$ cat config.mk
export PLATFORM = sky130hd
export DESIGN_NAME = odd_even_transposition_sort
export DESIGN_NICKNAME = d
export VERILOG_FILES = /design/src/rtl/oets_pkg.sv /design/src/rtl/oets_dp.sv /design/src/rtl/oets_ctrl.sv /design/src/rtl/odd_even_transposition_sort.sv
export SDC_FILE = /design/constraint.sdc
export NUM_CORES = 2
export LEC_CHECK = 0
export BUFFER_PORTS_ARGS = -buffer_cell sky130_fd_sc_hd__buf_2
export CORE_MARGIN = 1
export CORE_UTILIZATION = 46
export CTS_CLUSTER_SIZE = 28
export DETAILED_ROUTE_END_ITERATION = 12
export PLACE_DENSITY_LB_ADDON = 0.25
export SETUP_SLACK_MARGIN = 0.15
export SLEW_MARGIN = 20
export SYNTH_ARGS = -nofsm -noshare
export SYNTH_HDL_FRONTEND = slang
export SYNTH_HIERARCHICAL = 1
export SYNTH_SLANG_ARGS = --single-unit
export TNS_END_PERCENT = 1
$ cat constraint.sdc
create_clock -name clk_i -period 11.78 [get_ports clk_i]
set_input_delay 3.534 -clock clk_i [delete_from_list [all_inputs] [get_ports clk_i]]
set_output_delay 3.534 -clock clk_i [all_outputs]
set_load 0.02 [all_outputs]
$ cat src/rtl/oets_pkg.sv
// Shared types and constants of the odd-even transposition sorter.
`default_nettype none
package oets_pkg;

  localparam int unsigned DATA_W = 32;
  localparam int unsigned DEPTH_DEFAULT = 16;

  // Commands from the controller to the datapath.
  typedef struct packed {
    logic load;   // write the incoming word at the fill index
    logic swap;   // run one compare-exchange phase
    logic odd;    // phase parity: pairs (1,2),(3,4)... when set
    logic shift;  // move every entry down by one
  } dp_cmd_t;

endpackage
`default_nettype wire

$ cat src/rtl/oets_dp.sv
// Element store with parallel compare-exchange lanes and an emit shift path.
`default_nettype none
module oets_dp import oets_pkg::*; #(
  parameter int unsigned DEPTH = DEPTH_DEFAULT,
  parameter int unsigned IDXW  = $clog2(DEPTH),
  parameter int unsigned CNTW  = $clog2(DEPTH + 1)
) (
  input  wire                       clk_i,
  input  dp_cmd_t                   cmd_i,
  input  wire        [IDXW-1:0]     wr_idx_i,
  input  wire        [CNTW-1:0]     count_i,
  input  wire signed [DATA_W-1:0]   value_i,
  output logic signed [DATA_W-1:0]  head_o
);

  logic signed [DATA_W-1:0] store_q [DEPTH];
  logic signed [DATA_W-1:0] store_d [DEPTH];

  always_comb begin
    store_d = store_q;
    if (cmd_i.load) begin
      store_d[wr_idx_i] = value_i;
    end else if (cmd_i.swap) begin
      // Pairs are disjoint, so every lane works on its own two entries.
      for (int k = 0; k < int'(DEPTH) - 1; k++) begin
        if ((k[0] == cmd_i.odd) && (CNTW'(k + 1) < count_i) &&
            (store_q[k] > store_q[k+1])) begin
          store_d[k]   = store_q[k+1];
          store_d[k+1] = store_q[k];
        end
      end
    end else if (cmd_i.shift) begin
      for (int k = 0; k < int'(DEPTH) - 1; k++) begin
        store_d[k] = store_q[k+1];
      end
    end
  end

  always_ff @(posedge clk_i) begin
    store_q <= store_d;
  end

  assign head_o = store_q[0];

endmodule
`default_nettype wire

$ cat src/rtl/oets_ctrl.sv
// Load, sort and emit sequencer of the odd-even transposition sorter.
`default_nettype none
module oets_ctrl import oets_pkg::*; #(
  parameter int unsigned DEPTH = DEPTH_DEFAULT,
  parameter int unsigned IDXW  = $clog2(DEPTH),
  parameter int unsigned CNTW  = $clog2(DEPTH + 1)
) (
  input  wire               clk_i,
  input  wire               rst_ni,
  input  wire               in_valid_i,
  output logic              in_stall_o,
  input  wire               end_of_set_i,
  output logic              out_valid_o,
  input  wire               out_stall_i,
  output logic              final_result_o,
  output logic              overflow_o,
  output dp_cmd_t           cmd_o,
  output logic [IDXW-1:0]   wr_idx_o,
  output logic [CNTW-1:0]   count_o
);

  localparam logic [1:0] ST_LOAD = 2'd0;
  localparam logic [1:0] ST_SORT = 2'd1;
  localparam logic [1:0] ST_EMIT = 2'd2;

  logic [1:0]      state_q, state_d;
  logic [CNTW-1:0] cnt_q, cnt_d;
  logic [IDXW-1:0] step_q, step_d;
  logic            drop_q, drop_d;
  logic            in_acc, out_acc, last_step;

  assign in_acc    = in_valid_i && !in_stall_o;
  assign out_acc   = out_valid_o && !out_stall_i;
  assign last_step = (CNTW'(step_q) == (cnt_q - CNTW'(1)));

  always_comb begin
    state_d    = state_q;
    cnt_d      = cnt_q;
    step_d     = step_q;
    drop_d     = drop_q;
    cmd_o      = '0;
    in_stall_o = (state_q != ST_LOAD);
    out_valid_o = (state_q == ST_EMIT);
    unique case (state_q)
      ST_LOAD: begin
        if (in_acc) begin
          if (cnt_q < CNTW'(DEPTH)) begin
            cmd_o.load = 1'b1;
            cnt_d      = cnt_q + CNTW'(1);
          end else begin
            drop_d = 1'b1;
          end
          if (end_of_set_i) begin
            state_d = ST_SORT;
            step_d  = '0;
          end
        end
      end
      ST_SORT: begin
        cmd_o.swap = 1'b1;
        cmd_o.odd  = step_q[0];
        step_d     = step_q + IDXW'(1);
        if (last_step) begin
          state_d = ST_EMIT;
          step_d  = '0;
        end
      end
      ST_EMIT: begin
        if (out_acc) begin
          cmd_o.shift = 1'b1;
          step_d      = step_q + IDXW'(1);
          if (last_step) begin
            state_d = ST_LOAD;
            cnt_d   = '0;
            drop_d  = 1'b0;
            step_d  = '0;
          end
        end
      end
      default: begin
        state_d = ST_LOAD;
      end
    endcase
  end

  always_ff @(posedge clk_i or negedge rst_ni) begin
    if (!rst_ni) begin
      state_q <= ST_LOAD;
      cnt_q   <= '0;
      step_q  <= '0;
      drop_q  <= 1'b0;
    end else begin
      state_q <= state_d;
      cnt_q   <= cnt_d;
      step_q  <= step_d;
      drop_q  <= drop_d;
    end
  end

  assign wr_idx_o       = cnt_q[IDXW-1:0];
  assign count_o        = cnt_q;
  assign final_result_o = last_step;
  assign overflow_o     = drop_q;

  a_cnt_bound: assert property (@(posedge clk_i) disable iff (!rst_ni)
    cnt_q <= CNTW'(DEPTH))
    else $error("fill count beyond capacity");

  a_load_quiet: assert property (@(posedge clk_i) disable iff (!rst_ni)
    (state_q == ST_LOAD) |-> (!cmd_o.swap && !cmd_o.shift))
    else $error("store reordered while loading");

  a_eos_sort: assert property (@(posedge clk_i) disable iff (!rst_ni)
    (in_acc && end_of_set_i) |=> (state_q == ST_SORT) && (cnt_q != '0))
    else $error("end of set did not start a non-empty sort");

  a_emit_done: assert property (@(posedge clk_i) disable iff (!rst_ni)
    (out_acc && final_result_o) |=> (state_q == ST_LOAD) && (cnt_q == '0) && !drop_q)
    else $error("batch state not cleared after final word");

endmodule
`default_nettype wire

$ cat src/rtl/odd_even_transposition_sort.sv
// Top level of the odd-even transposition sorter: controller plus datapath.
//
//  Channel | Handshake               | Payload
//  --------+-------------------------+-------------------------------------------
//  in      | in_valid_i / in_stall_o | value_i, end_of_set_i
//  out     | out_valid_o/out_stall_i | sorted_value_o, final_result_o, overflow_o
//
// Load takes one word per cycle into the next free store entry.
// A batch of n words then runs n phases in sort, one compare-exchange phase
// per cycle across up to DEPTH/2 parallel lanes, and then emits, one word per
// cycle off the head of the store while out_stall_i is low.
// Input stalls from the end-of-set word until the final sorted word is taken.
// Reset clears the fill count, the drop flag and the sequencer; the store holds no reset.
`default_nettype none
module odd_even_transposition_sort import oets_pkg::*; #(
  parameter int unsigned DEPTH = DEPTH_DEFAULT
) (
  input  wire                       clk_i,
  input  wire                       rst_ni,
  input  wire                       in_valid_i,
  output logic                      in_stall_o,
  input  wire signed [DATA_W-1:0]   value_i,
  input  wire                       end_of_set_i,
  output logic                      out_valid_o,
  input  wire                       out_stall_i,
  output logic signed [DATA_W-1:0]  sorted_value_o,
  output logic                      final_result_o,
  output logic                      overflow_o
);

  localparam int unsigned IDXW = $clog2(DEPTH);
  localparam int unsigned CNTW = $clog2(DEPTH + 1);

  dp_cmd_t         cmd;
  logic [IDXW-1:0] wr_idx;
  logic [CNTW-1:0] count;

  // Sequence the batch: fill, n phases, then drain head first.
  oets_ctrl #(
    .DEPTH (DEPTH),
    .IDXW  (IDXW),
    .CNTW  (CNTW)
  ) u_ctrl (
    .clk_i          (clk_i),
    .rst_ni         (rst_ni),
    .in_valid_i     (in_valid_i),
    .in_stall_o     (in_stall_o),
    .end_of_set_i   (end_of_set_i),
    .out_valid_o    (out_valid_o),
    .out_stall_i    (out_stall_i),
    .final_result_o (final_result_o),
    .overflow_o     (overflow_o),
    .cmd_o          (cmd),
    .wr_idx_o       (wr_idx),
    .count_o        (count)
  );

  // Hold the words; the head entry is the outgoing word and holds while stalled.
  oets_dp #(
    .DEPTH (DEPTH),
    .IDXW  (IDXW),
    .CNTW  (CNTW)
  ) u_dp (
    .clk_i    (clk_i),
    .cmd_i    (cmd),
    .wr_idx_i (wr_idx),
    .count_i  (count),
    .value_i  (value_i),
    .head_o   (sorted_value_o)
  );

endmodule
`default_nettype wire

==> flow_results.org <==
** Clock network
- CTS tree :: done
- Root buf cell :: clkbuf_16
- CTS Hold Buffers Added :: 0
- Htree depth :: 2
- Number of clock sinks :: 524
- Gates resized during post-CTS repair numbered 0.
- Skew-Pair Late Insertion Delay :: 0.65 ns
- Clock tree synthesis inserted a total of 60 buffers.
- After clock tree synthesis, the setup repair step added 0 buffers.
- Clock slew at the register clock pins of the worst setup and hold paths :: 0.06 ns
- Max Root-Sink Buffers :: 3

** STA
- Final Max Slew Viols :: 0
- Subtracting the final worst setup slack from the clock period gives 6.98 ns.
- At the pin with the least slew margin, the transition time is 1.13 ns.
- Dividing the final minimum period by the clock period gives 59.2%.
- Derived from the worst setup path, the maximum achievable clock frequency is 143 MHz.
- Setup repair after global routing left no endpoint under its margin.
- Final setup violation count :: 0
- Headroom to the max-slew limit came out at 24.5%.
- Hold Violations, Final :: 0
- Setup tns final :: 0 ns
- Skew final :: 0.0197 ns

** Floorplanning
- The core region is 0.0807 mm^2.
- Area enclosed by the die boundary :: 0.0829 mm^2
- From left edge to right edge, the die measures 288 um.
- Top-level I/O count :: 73
- Standard-cell rows :: 104
- Starting density of the core :: 46.6%
- Y dimension of the die :: 288 um

** Synth
- A synthesized cell averages 10.1 um^2.
- Portion of the post-synthesis area used by sequential elements :: 41.7%
- Number of different library cells in the post-synthesis netlist :: 87
- During synthesis, Yosys emitted a total of 6 warnings.
- Summed instance area of the synthesized netlist :: 0.0376 mm^2
- In this run, synthesis inferred 512 flip-flops with an integrated enable.
- When the netlist entered floorplanning its net count stood at 4237.
- Synthesis produced a netlist whose cell count is 3713.
- Number of register bits inferred by synthesis :: 524
- In the synthesized netlist the dominant register cell turns out to be edfxtp_1.
- Synth async-reset ratio :: 2.29%

** Flow run
- The tool flagged a number of max-cap violations equal to 0.

** Routing
- Vias per std cell :: 6.13
- Number of detailed-route iterations in the first pass :: 8
- In the routed design, unresolved DRC markers number 0.
- In the final routed layout, each cell accounts on average for 21.9 um.
- The count of nets left with antenna violations once routing finished came out at 0.
- Final routed wirelength across all metal layers :: 105000 um
- Vias after detailed routing :: 29295
- For this block, the initial DRC count from the detailed router was 2497.

** Cells and area
- The repair_antennas step left the layout with diodes totalling 0.
- Final #Nets :: 4190
- Leaving out fill and tap cells, the most frequent cells in the layout are edfxtp_1, inv_1, ha_1.
- Compared with the post-synthesis result, the final layout area differs by 8.16%.
- Measured on the finished design, the core utilization comes to 50.4%.
- Footprint of the multi-input gates :: 0.0191 mm^2
- Sequential Area :: 0.0157 mm^2
- Filler cell count :: 7271
- Leaving out fill and tap cells, the most frequent cell in the layout is edfxtp_1.
- The post-route netlist has 7.53% of its cells at a drive strength greater than 1.

** Place
- DPL Wire Length :: 82800 um
- Routability-driven placement finished with a final weighted congestion of 0.865.
- Quantity of I/O buffers inserted on ports :: 72

** Hold path
- Kind of path behind the tightest hold check :: reg2reg

** Global routing
- First-pass GRT wire length :: 163000 um
- In the global route stage, overall resource usage came out at 25.2%.
- Total grt overflow :: 0
- Antenna violations before repair :: 0
- Number of global-route vias before repair :: 28190
- Maximum number of pins on one net before global-route repair :: 159

** Worst setup path
- Type of element capturing the critical path :: flop
- Counting both buffers and inverters, the worst setup path holds a total of 4.
- Broken down by cell family, the worst path's largest delay share belongs to buffers and inverters.
- The worst setup path is of the in2reg kind.
- CP Cell Sequence :: buf_2, nor3b_2, buf_12, inv_1, nand2_1, nor2_2, buf_4, a21o_1, a31oi_4
- Data on the critical path is required at its endpoint by 12.03 ns.
- Among all stages on the critical path, the largest delay is contributed by a31oi_4.
- Worst-path maximum fanout :: 158
- For this run, the slowest stage of the critical path takes 0.82 ns.
- Data arrival time at the worst-slack endpoint :: 7.23 ns
- STA classifies the critical path startpoint as an input port.

** Status
- The flow ran to the end, and the final reports show no timing, DRC or antenna violations.
==> cells by family (layout without fill, tap and decap cells) <==
family / after synthesis / after routing / share of synthesized area, %
buf+inv: 738 / 743 / 8.27
flops: 524 / 524 / 41.7
simple gates: 930 / 930 / 11.5
xor+xnor: 9 / 9 / 0.210
compound gates: 992 / 992 / 21.2
mux: 33 / 33 / 0.881
fa+ha+maj: 487 / 487 / 16.2
==> flip-flops by register name, summed over array words and instances, names as in the netlist <==
signal             count
u_dp/store_q         480
u_dp/head_o           32
u_ctrl/count_o         5
u_ctrl/step_q          4
u_ctrl/state_q         2
u_ctrl/overflow_o      1
==> metal layers <==
metal | global-route usage, % | vias to the layer above | share of wire [%] | wire length, um
li1 | - | 14024 | - | -
met1 | 35.9 | 14242 | 46 | 48300
met2 | 40.1 | 903 | 45 | 47600
met3 | 3.16 | 126 | 6.1 | 6360
met4 | 7.01 | 0 | 2.4 | 2540
met5 | 0 | - | 0 | 0
==> worst paths after layout <==
check	slack [ns]	cells past startpoint	startpoint	end
hold / removal	0.53	2	u_ctrl/overflow_o	u_ctrl/overflow_o
setup / recovery	4.80	9	in_valid_i	u_dp/store_q[280]
setup reg to reg	6.89	11	u_ctrl/state_q[0]	u_dp/store_q[280]
hold reg to reg	0.53	2	u_ctrl/overflow_o	u_ctrl/overflow_o
min in group asynchronous	2.78	1	rst_ni	u_ctrl/step_q[0]
max in group asynchronous	8.78	1	rst_ni	u_ctrl/count_o[2]
==> Yosys cell counts (5+ instances only) <==
cell type	n	share of area (%)
inv_1	504	5.0
o211ai_1	24	0.48
o211a_1	6	0.16
o22ai_1	66	1.1
buf_6	14	0.42
nor2b_1	24	0.40
nand4_1	87	1.4
clkbuf_2	5	0.067
mux2i_1	32	0.85
nand2b_1	7	0.12
ha_1	487	16
o21ai_1	9	0.12
nor2_1	451	4.5
buf_2	53	0.71
a31oi_1	12	0.20
nand3b_1	6	0.12
o21a_1	7	0.14
clkbuf_1	112	1.1
a221o_1	418	11
nor3_1	19	0.25
edfxtp_1	512	41
nand3_1	62	0.82
o21ai_0	81	1.1
buf_1	6	0.060
a32o_1	32	0.85
dfrtp_1	12	0.80
and2_1	36	0.60
nor4_1	16	0.27
xnor2_1	7	0.16
a211oi_1	20	0.40
buf_4	44	0.88
a21oi_1	192	2.6
a21boi_0	6	0.12
a221oi_1	20	0.47
o31a_1	6	0.14
and4_1	15	0.35
nor3_2	5	0.13
nand2_1	165	1.6
or4_1	6	0.12
a21o_1	40	0.80
==> worst reg2reg max path, delay by kind of cell (launching register included) <==
family / cells / cell delay (ns)
AO/OA/AOI/OAI: 2 / 1.03
buffers and inverters: 5 / 1.88
flip-flops: 1 / 0.40
AND/OR/NAND/NOR: 3 / 0.93
adder cells (fa/ha/maj): 1 / 0.25
==> stage by stage <==
step	cells	area (um^2)	setup WS [ns]	hold slack [ns]
floorplan	3713	37600	3.84	0.520
global placement	4662	38700	4.27	0.530
detailed placement	4662	38700	4.17	0.521
CTS	4776	40600	4.85	0.536
global route	4778	40700	4.62	0.593
finish	4778	40700	4.80	0.529
==> cell type report <==
class                      count  area share (%)
clock buffer                  82            3.99
timing repair buffer         125            1.93
inverter                     504            4.65
tap                         1060            3.26
multi-input combinational   2451            47.0
sequential                   524            38.5
clock inverter                32           0.689
Power is left out: the tool's default activity adds up to more than one toggle a clock period on the data nets, which glitch-free logic cannot reach.
